--- src/hw/rtl/assert_macros.svh ---
// Assertion helpers used by the RTL.
`ifndef ASSERT_MACROS_SVH
`define ASSERT_MACROS_SVH

`ifndef SYNTH
`define WBRP_ASSERT(name, prop, msg) \
  name: assert property (@(posedge clk_i) disable iff (!rst_ni) prop) else $error(msg);
`define WBRP_ASSERT_NEXT(name, pre, post, msg) \
  name: assert property (@(posedge clk_i) disable iff (!rst_ni) (pre) |=> (post)) \
    else $error(msg);
`else
`define WBRP_ASSERT(name, prop, msg)
`define WBRP_ASSERT_NEXT(name, pre, post, msg)
`endif

`endif

--- src/hw/rtl/wbrp_pkg.sv ---
`timescale 1ns / 1ps

package wbrp_pkg;

  localparam int unsigned HdrLen = 12;
  localparam int unsigned SeqLen = 8;

  localparam logic [1:0] KindKey    = 2'd0;
  localparam logic [1:0] KindValue  = 2'd1;
  localparam logic [1:0] KindDone   = 2'd2;
  localparam logic [1:0] KindStatus = 2'd3;

  localparam logic [2:0] StOk       = 3'd0;
  localparam logic [2:0] StTooSmall = 3'd1;
  localparam logic [2:0] StBadPut   = 3'd2;
  localparam logic [2:0] StBadDel   = 3'd3;
  localparam logic [2:0] StBadTag   = 3'd4;
  localparam logic [2:0] StBadCount = 3'd5;

  localparam logic CfgPointerMode = 1'b0;
  localparam logic CfgFileNumber  = 1'b1;

  typedef struct packed {
    logic [7:0]  in_byte;
    logic        batch_first;
    logic        batch_last;
    logic [31:0] start_position;
  } wbrp_in_t;

  typedef struct packed {
    logic [1:0]  result_kind;
    logic [7:0]  data_byte;
    logic        field_end;
    logic        is_delete;
    logic [63:0] record_sequence;
    logic [31:0] log_position;
    logic [31:0] pointer_file;
    logic [2:0]  status_code;
    logic        run_last;
  } wbrp_out_t;

endpackage

--- src/hw/rtl/write_batch_record_parser.sv ---
`timescale 1ns / 1ps
// Write batch parser: takes a serialized batch one byte per input word and
// returns key bytes, value bytes (not in pointer mode), one done word per record
// and one status word at the last byte of the batch.
// Input channel: in_valid_i/in_ready_o with in_data_i; batch_first restarts
// parsing and samples start_position, batch_last closes the batch.
// Output channel: out_valid_o/out_ready_i with out_data_o; run_last marks the
// last result word caused by one input word.
// Config channel: cfg_valid_i/cfg_ready_o, index 0 pointer mode, 1 file number;
// always ready; the user must write only while the block is idle (unchecked).
// The first result word is valid in the cycle after the input word is taken.
// Throughput: one input word per cycle while each word yields at most one
// result and the receiver takes it; a word that yields two or three results
// occupies the three-entry result buffer, so the next input waits until at
// most one of them is left and being taken.
// A stalled receiver holds the buffer; input is refused until it drains.
// Reset clears the parser to the start of a header at offset zero and empties
// the result buffer; configuration resets to zero.
module write_batch_record_parser (
  input  logic                clk_i,
  input  logic                rst_ni,
  input  logic                in_valid_i,
  output logic                in_ready_o,
  input  wbrp_pkg::wbrp_in_t  in_data_i,
  output logic                out_valid_o,
  input  logic                out_ready_i,
  output wbrp_pkg::wbrp_out_t out_data_o,
  input  logic                cfg_valid_i,
  output logic                cfg_ready_o,
  input  logic                cfg_index_i,
  input  logic [31:0]         cfg_data_i
);
  import wbrp_pkg::*;

`include "assert_macros.svh"

  typedef enum logic [2:0] {
    PhHeader, PhTag, PhKeyLen, PhKey, PhValLen, PhVal, PhError, PhIdle
  } phase_e;

  phase_e      phase_q, phase_d, ph_e;
  logic [3:0]  hdr_idx_q, hdr_idx_d, idx_e;
  logic [63:0] hdr_seq_q, hdr_seq_d, seq_e;
  logic [31:0] hdr_cnt_q, hdr_cnt_d, cnt_e;
  logic [31:0] seen_q, seen_d, seen_e;
  logic [31:0] vint_q, vint_d, vint_e, vint_new;
  logic [2:0]  vbytes_q, vbytes_d, vbytes_e, vbytes_new;
  logic [31:0] remain_q, remain_d, remain_e, remain_dec;
  logic        del_q, del_d, del_e;
  logic [31:0] run_pos_q, run_pos_d;
  logic [31:0] rec_start_q, rec_start_d, rstart_e;
  logic [2:0]  err_q, err_d, err_e;
  logic        vp_mode_q;
  logic [31:0] file_num_q;

  logic        in_fire, out_fire, active, upd;
  logic [7:0]  b;
  logic [38:0] vshift;
  logic        emit_data, emit_done, emit_status, do_finish, do_after_key;
  wbrp_out_t   res_data, res_done, res_status;
  wbrp_out_t   res_q [3];
  wbrp_out_t   slot0, slot1;
  logic [1:0]  out_cnt_q, n_res;

  assign cfg_ready_o = 1'b1;
  assign in_ready_o  = (out_cnt_q == 2'd0) || ((out_cnt_q == 2'd1) && out_ready_i);
  assign in_fire     = in_valid_i && in_ready_o;
  assign out_valid_o = (out_cnt_q != 2'd0);
  assign out_fire    = out_valid_o && out_ready_i;
  assign out_data_o  = res_q[0];
  assign b           = in_data_i.in_byte;
  assign active      = in_data_i.batch_first || (phase_q != PhIdle);
  assign upd         = in_fire && active;

  always_comb begin
    if (in_data_i.batch_first) begin
      ph_e = PhHeader;  idx_e = '0;  seq_e = '0;  cnt_e = '0;  seen_e = '0;
      vint_e = '0;  vbytes_e = '0;  remain_e = '0;  del_e = 1'b0;  err_e = StOk;
      rstart_e = in_data_i.start_position;
      run_pos_d = in_data_i.start_position + 32'd1;
    end else begin
      ph_e = phase_q;  idx_e = hdr_idx_q;  seq_e = hdr_seq_q;  cnt_e = hdr_cnt_q;
      seen_e = seen_q;  vint_e = vint_q;  vbytes_e = vbytes_q;  remain_e = remain_q;
      del_e = del_q;  err_e = err_q;  rstart_e = rec_start_q;
      run_pos_d = run_pos_q + 32'd1;
    end

    phase_d = ph_e;  hdr_idx_d = idx_e;  hdr_seq_d = seq_e;  hdr_cnt_d = cnt_e;
    seen_d = seen_e;  vint_d = vint_e;  vbytes_d = vbytes_e;  remain_d = remain_e;
    del_d = del_e;  err_d = err_e;  rec_start_d = rstart_e;

    vshift     = {32'd0, b[6:0]} << ({3'd0, vbytes_e} * 6'd7);
    vint_new   = vint_e | vshift[31:0];
    vbytes_new = vbytes_e + 3'd1;
    remain_dec = remain_e - 32'd1;

    emit_data = 1'b0;  do_finish = 1'b0;  do_after_key = 1'b0;
    res_data = '0;
    res_data.data_byte = b;
    res_data.is_delete = del_e;
    res_data.field_end = (remain_e == 32'd1);

    case (ph_e)
      PhHeader: begin
        if (idx_e < 4'(SeqLen)) begin
          hdr_seq_d[{idx_e[2:0], 3'b000} +: 8] = seq_e[{idx_e[2:0], 3'b000} +: 8] | b;
        end else begin
          hdr_cnt_d[{idx_e[1:0], 3'b000} +: 8] = cnt_e[{idx_e[1:0], 3'b000} +: 8] | b;
        end
        hdr_idx_d = idx_e + 4'd1;
        if (hdr_idx_d >= 4'(HdrLen)) begin
          phase_d     = PhTag;
          rec_start_d = run_pos_d;
        end
      end
      PhTag: begin
        if (b == 8'd1 || b == 8'd0) begin
          del_d    = (b == 8'd0);
          vint_d   = '0;
          vbytes_d = '0;
          phase_d  = PhKeyLen;
        end else begin
          err_d   = StBadTag;
          phase_d = PhError;
        end
      end
      PhKeyLen, PhValLen: begin
        vint_d   = vint_new;
        vbytes_d = vbytes_new;
        if (b[7]) begin
          if (vbytes_new >= 3'd5) begin
            err_d   = del_e ? StBadDel : StBadPut;
            phase_d = PhError;
          end
        end else begin
          remain_d = vint_new;
          if (ph_e == PhKeyLen) begin
            if (vint_new == 32'd0) do_after_key = 1'b1;
            else phase_d = PhKey;
          end else begin
            if (vint_new == 32'd0) do_finish = 1'b1;
            else phase_d = PhVal;
          end
        end
      end
      PhKey: begin
        emit_data = 1'b1;
        res_data.result_kind = KindKey;
        remain_d = remain_dec;
        if (remain_dec == 32'd0) do_after_key = 1'b1;
      end
      PhVal: begin
        emit_data = !vp_mode_q;
        res_data.result_kind = KindValue;
        remain_d = remain_dec;
        if (remain_dec == 32'd0) do_finish = 1'b1;
      end
      default: ;
    endcase

    if (do_after_key) begin
      if (del_e) begin
        do_finish = 1'b1;
      end else begin
        vint_d   = '0;
        vbytes_d = '0;
        phase_d  = PhValLen;
      end
    end

    emit_done = do_finish;
    res_done  = '0;
    res_done.result_kind     = KindDone;
    res_done.is_delete       = del_e;
    res_done.record_sequence = seq_e + {32'd0, seen_e};
    res_done.log_position    = rstart_e;
    res_done.pointer_file    = (vp_mode_q && !del_e) ? file_num_q : 32'd0;
    if (do_finish) begin
      seen_d      = seen_e + 32'd1;
      rec_start_d = run_pos_d;
      phase_d     = PhTag;
    end

    emit_status = in_data_i.batch_last;
    res_status  = '0;
    res_status.result_kind  = KindStatus;
    res_status.log_position = rec_start_d;
    if (err_d != StOk) res_status.status_code = err_d;
    else if (phase_d == PhHeader) res_status.status_code = StTooSmall;
    else if (phase_d == PhTag) res_status.status_code = (seen_d == hdr_cnt_d) ? StOk : StBadCount;
    else res_status.status_code = del_d ? StBadDel : StBadPut;
    if (in_data_i.batch_last) phase_d = PhIdle;

    res_data.run_last   = !emit_done && !emit_status;
    res_done.run_last   = !emit_status;
    res_status.run_last = 1'b1;

    n_res = {1'b0, emit_data} + {1'b0, emit_done} + {1'b0, emit_status};
    slot0 = emit_data ? res_data : (emit_done ? res_done : res_status);
    slot1 = (emit_data && emit_done) ? res_done : res_status;
  end

  always_ff @(posedge clk_i or negedge rst_ni) begin
    if (!rst_ni) begin
      phase_q     <= PhHeader;
      hdr_idx_q   <= '0;
      hdr_seq_q   <= '0;
      hdr_cnt_q   <= '0;
      seen_q      <= '0;
      vint_q      <= '0;
      vbytes_q    <= '0;
      remain_q    <= '0;
      del_q       <= 1'b0;
      run_pos_q   <= '0;
      rec_start_q <= '0;
      err_q       <= StOk;
      vp_mode_q   <= 1'b0;
      file_num_q  <= '0;
      out_cnt_q   <= '0;
    end else begin
      if (cfg_valid_i) begin
        case (cfg_index_i)
          CfgPointerMode: vp_mode_q  <= cfg_data_i[0];
          CfgFileNumber:  file_num_q <= cfg_data_i;
          default: ;
        endcase
      end
      if (upd) begin
        phase_q     <= phase_d;
        hdr_idx_q   <= hdr_idx_d;
        hdr_seq_q   <= hdr_seq_d;
        hdr_cnt_q   <= hdr_cnt_d;
        seen_q      <= seen_d;
        vint_q      <= vint_d;
        vbytes_q    <= vbytes_d;
        remain_q    <= remain_d;
        del_q       <= del_d;
        run_pos_q   <= run_pos_d;
        rec_start_q <= rec_start_d;
        err_q       <= err_d;
      end
      if (upd) begin
        out_cnt_q <= n_res;
      end else if (in_fire || out_fire) begin
        out_cnt_q <= out_fire ? out_cnt_q - 2'd1 : out_cnt_q;
      end
    end
  end

  always_ff @(posedge clk_i) begin
    if (upd) begin
      res_q[0] <= slot0;
      res_q[1] <= slot1;
      res_q[2] <= res_status;
    end else if (out_fire) begin
      res_q[0] <= res_q[1];
      res_q[1] <= res_q[2];
    end
  end

  `WBRP_ASSERT(a_status_ends_run,
      (out_valid_o && out_data_o.result_kind == KindStatus) |-> out_data_o.run_last,
      "status word without run_last")
  `WBRP_ASSERT(a_run_last_drains,
      (out_valid_o && out_data_o.run_last) |-> (out_cnt_q == 2'd1),
      "run_last word is not the last buffered word")
  `WBRP_ASSERT(a_field_nonempty,
      (phase_q == PhKey || phase_q == PhVal) |-> (remain_q != 32'd0),
      "field phase with no bytes remaining")
  `WBRP_ASSERT_NEXT(a_idle_silent,
      in_fire && !in_data_i.batch_first && phase_q == PhIdle,
      out_cnt_q == 2'd0 && phase_q == PhIdle,
      "word after batch end produced results")
  `WBRP_ASSERT_NEXT(a_last_status,
      in_fire && in_data_i.batch_last && active,
      phase_q == PhIdle && out_cnt_q != 2'd0,
      "last byte did not close the batch")

endmodule

--- config.mk ---
export PLATFORM = sky130hd
export DESIGN_NAME = write_batch_record_parser
export DESIGN_NICKNAME = d
export VERILOG_FILES = /design/src/hw/rtl/wbrp_pkg.sv /design/src/hw/rtl/write_batch_record_parser.sv
export VERILOG_INCLUDE_DIRS = /design/src /design/src/hw/rtl
export SDC_FILE = /design/constraint.sdc
export NUM_CORES = 2
export LEC_CHECK = 0
export BUFFER_PORTS_ARGS = -buffer_cell sky130_fd_sc_hd__buf_2
export CORE_MARGIN = 5
export CORE_UTILIZATION = 40
export CTS_BUF_LIST = sky130_fd_sc_hd__clkbuf_4
export DETAILED_ROUTE_END_ITERATION = 8
export HOLD_SLACK_MARGIN = 0.06
export PLACE_DENSITY_LB_ADDON = 0.15
export SLEW_MARGIN = 20
export SYNTH_ARGS = -nofsm -noshare
export SYNTH_HDL_FRONTEND = slang
export SYNTH_SLANG_ARGS = --single-unit
--- constraint.sdc ---
create_clock -name clk_i -period 15.74 [get_ports clk_i]
set_input_delay 3.148 -clock clk_i [delete_from_list [all_inputs] [get_ports clk_i]]
set_output_delay 3.148 -clock clk_i [all_outputs]
set_load 0.01 [all_outputs]
==> impl.org <==
** Run status
- The flow ran to the end, and the final reports show no timing, DRC or antenna violations.

** Worst setup path
- Worst Path Required :: 16.52 ns
- STA classifies the critical path endpoint as a register.
- In this run the critical register-to-register path is launched from remain_q[10].
- The worst setup path is launched from an input port.
- Maximum fanout along the worst path :: 77
- STA puts the critical path data arrival time at about 9.3 ns.
- The critical path in this run is classified as in2reg.
- Reg-to-Reg End :: res_q[0][1]
- Counting cells, the worst reg-to-reg path comes to 12.
- R2R setup slack :: 9.68 ns

** Die
- Initial cell density of the core :: 40.3%
- The floorplan step set the die width to 309 um.
- Row generation in the floorplan step produced 109 rows.
- Area of the core :: 88400 um^2
- 227 I/O pins were placed.
- Area of the die :: 95200 um^2
- Die span in y :: 309 um

** CTS
- CTS tree :: yes
- Maximum clock path buffer count :: 3
- Depth of the CTS H-tree :: 4
- Hold-fix buffers, CTS :: 0
- CTS saw 618 sinks.
- Clock-pin slew was measured on the worst setup and hold paths at 0.07 ns.
- Post-cts resize count :: 0
- Buffers added to address setup during post-CTS repair amount to 0.
- Root buf cell :: clkbuf_4
- Clock latency on the worst-skew pair :: 1.06 ns
- Clock tree synthesis inserted a total of around 180 buffers.

** Timing
- Adding up every negative setup slack in the final design gives 0 ns.
- Total count of hold-check failures in the final report :: 0
- Setup repair after global routing left no endpoint under its margin.
- The number of max-slew violations in the final report is 0.
- Headroom to the max-slew limit came out at 28.7%.
- The worst path uses 53.8% of the clock period.
- Timing would allow up to between 100 and 150 MHz.
- For the pin with the worst max-slew slack, the measured transition is ~1.1 ns.
- Crit path time final :: 8.47 ns
- Final setup violation count :: 0
- Across the routed clock network, the largest skew measured is 0.0868 ns.

** Drt
- In the final routed layout, each cell accounts on average for 22.1 um.
- After detailed routing, the total wire length is 114000 um.
- The first TritonRoute pass finished after 8 iterations.
- DRC marker count from the first detailed-route iteration :: roughly 2700
- DRC errors left :: 0
- The detail route stage leaves a number of antenna-violating nets equal to 0.
- Vias :: 29200
- Vias per cell :: 5.68

** Power
- Total power divided by cell area :: 152 nW/um^2
- The worst-case IR drop observed on VDD is 181 uV.
- Standby leakage power :: roughly 16 nW

** Placed design
- Cell area reported after detailed placement :: 36800 um^2
- Buffers added on ports :: ~230
- HPWL after detailed placement :: 78600 um
- Routability-driven placement finished with a final weighted congestion of 0.969.

** Layout
- In the final layout, the share of cells above drive strength 1 is 16.9%.
- The finished cells cover 39100 um^2.
- Post-layout net count :: 3974
- Most frequent cells in the layout :: nand2_1, o21ai_0, nor2_1, edfxtp_1, dfrtp_1
- Area growth from synthesis to layout :: 9.67%
- Counting the fill cells in the layout gives 8706.
- The library cell used most frequently in the layout, excluding fill and tap cells, is nand2_1.

** Synth
- Of all flip-flops after synthesis, the portion carrying an async set or reset was 49.4%.
- Syn_area_per_cell :: 9.55 um^2
- Among all flip-flop cells after synthesis, the most frequent one is edfxtp_1.
- Number of enable-type register cells in the synthesized netlist :: between 300 and 400
- Synthesis produced 3734 cells.
- Counting distinct cell types in the post-synthesis netlist gives 95.
- During synthesis, Yosys emitted a total of 0 warnings.
- Flip-flop and latch count after synthesis :: 618
- The synthesized netlist occupies a cell area of 35600 um^2.
- Of the synthesized area, sequential elements account for 47.8%.

** Min path
- Number of instances on the worst hold path :: 2
- Hold-critical path endpoint :: run_pos_q[26]
- Beginning of the worst hold path :: run_pos_q[26]
- Tightest Hold Check Type :: reg2reg

** Global route
- Number of global-route vias before repair :: 28600
- Global routing used approximately a quarter of the available tracks across all layers.
- Maximum number of pins on one net before global-route repair :: 100
- The number of antenna violations at the first check in global routing is 7.
- After global routing the overflow that remains totals 0.
- Wire length of the first global-routing pass :: 174000 um

** Flow run
- Reported max-cap violation count :: 0
[power breakdown]
part / leakage [nW] / switching [mW] / total [mW] / internal [mW]
logic: 7.54 / 1.25 / 1.89 / 0.633
registers: 7.14 / 0.290 / 2.53 / 2.24
clock network: 1.36 / 0.725 / 1.54 / 0.815
total: 16.0 / 2.27 / 5.96 / 3.69
[critical path: stages]
cell,delay (ns)
buf_8,0.40
inv_2,0.42
nand2_1,0.19
ha_1,0.42
or3b_2,0.51
o311ai_1,0.24
o311a_1,0.26
and4_1,0.19
or4b_4,0.48
or4_1,0.83
nand2_4,0.79
nand3_1,0.15
a2111o_1,0.47
nor4_2,0.36
a21oi_2,0.13
a22o_1,0.21
[stage by stage]
step | hold WS, ns | util (%) | cells | total power, mW | setup slack [ns]
after CTS | 0.461 | 44.2 | 5145 | 6.02 | 7.44
after detailed placement | 0.449 | 41.6 | 4832 | 4.45 | 6.20
after global routing | 0.489 | 44.2 | 5148 | 6.35 | 7.04
after floorplan | 0.431 | - | 3765 | 3.96 | 5.26
after global placement | 0.449 | 41.6 | 4832 | 4.44 | 6.31
final | 0.460 | 44.2 | 5149 | 5.96 | 7.27
[layout make-up]
class,count,area (um^2),area share [%]
sequential,618,17000,43.6
multi-input combinational,2718,16600,42.4
clock buffer,272,2040,5.22
timing repair buffer,270,1480,3.79
tap,1165,1460,3.73
inverter,62,245,0.627
clock inverter,41,238,0.608
antenna,3,7.51,0.0192
[layer usage]
layer / wire, um / share of wire, % / global-route usage [%]
met5: 13 / 0.011 / 0
met1: 49600 / 44 / 31.8
met4: 3640 / 3.2 / 8.43
met3: 7190 / 6.3 / 4.50
met2: 53200 / 47 / 37.6
[synth_stat cells, drive strengths merged (8+ instances only)]
| master | instances | share of area (%) |
|---|---|---|
| nand2 | 498 | 5.3 |
| o21ai | 352 | 4.9 |
| nor2 | 338 | 3.6 |
| edfxtp | 313 | 26 |
| dfrtp | 305 | 21 |
| a21oi | 199 | 2.8 |
| buf | 197 | 3.7 |
| clkbuf | 169 | 1.8 |
| a22o | 134 | 3.3 |
| nor2b | 94 | 1.6 |
| xnor2 | 84 | 2.1 |
| nand3 | 83 | 1.2 |
| xor2 | 79 | 1.9 |
| mux2i | 73 | 2.0 |
| nor3 | 71 | 1.0 |
| inv | 60 | 0.63 |
| mux2 | 53 | 1.7 |
| ha | 47 | 1.6 |
| nor4 | 47 | 0.94 |
| a22oi | 45 | 0.95 |
| a21o | 43 | 0.91 |
| and3 | 41 | 0.72 |
| nand4 | 31 | 0.56 |
| and2 | 29 | 0.51 |
| a211oi | 25 | 0.55 |
| a31oi | 24 | 0.42 |
| o22ai | 22 | 0.39 |
| o31ai | 18 | 0.38 |
| mux4 | 14 | 0.88 |
| nand3b | 14 | 0.29 |
| a32o | 13 | 0.37 |
| nor3b | 13 | 0.27 |
| or4 | 13 | 0.29 |
| and4 | 12 | 0.29 |
| nand2b | 12 | 0.21 |
| or3 | 12 | 0.21 |
| or2 | 11 | 0.19 |
| a311oi | 10 | 0.25 |
| o21a | 10 | 0.21 |
| a21boi | 9 | 0.19 |
| a221o | 8 | 0.22 |
| o211ai | 8 | 0.17 |
[state kept, by name (all words and copies together), names as in the netlist, 2 cells and up]
signal and cells:
err_q 3, file_num_q 32, phase_q 3, rec_start_q 32
remain_q 32, vint_q 32, seen_q 32, run_pos_q 32
hdr_idx_q 4, vbytes_q 3, hdr_seq_q 64, res_q 313
out_cnt_q 2, hdr_cnt_q 32
[worst max path at each step]
stage | endpoint | startpoint | slack, ns
detailed placement | res_q[0][1] | in_data_i[33] | 6.20
global placement | res_q[0][1] | in_data_i[33] | 6.31
global route | res_q[0][1] | in_data_i[33] | 7.04
finish | res_q[0][1] | in_data_i[33] | 7.27
floorplan | out_cnt_q[0] | in_data_i[33] | 5.26
CTS | res_q[0][1] | in_data_i[33] | 7.44
[cell families (layout without fill, tap and decap cells)]
logic type	after synthesis	after routing	synth area share [%]
simple gates	1347	1347	17.9
compound gates	986	986	17.7
flops	618	618	47.8
buf+inv	429	645	6.20
xor+xnor	163	163	4.00
mux	140	140	4.61
fa+ha+maj	49	49	1.76
other cells	2	36	0.0211
No activity file was read; power rests on OpenSTA's default activity.
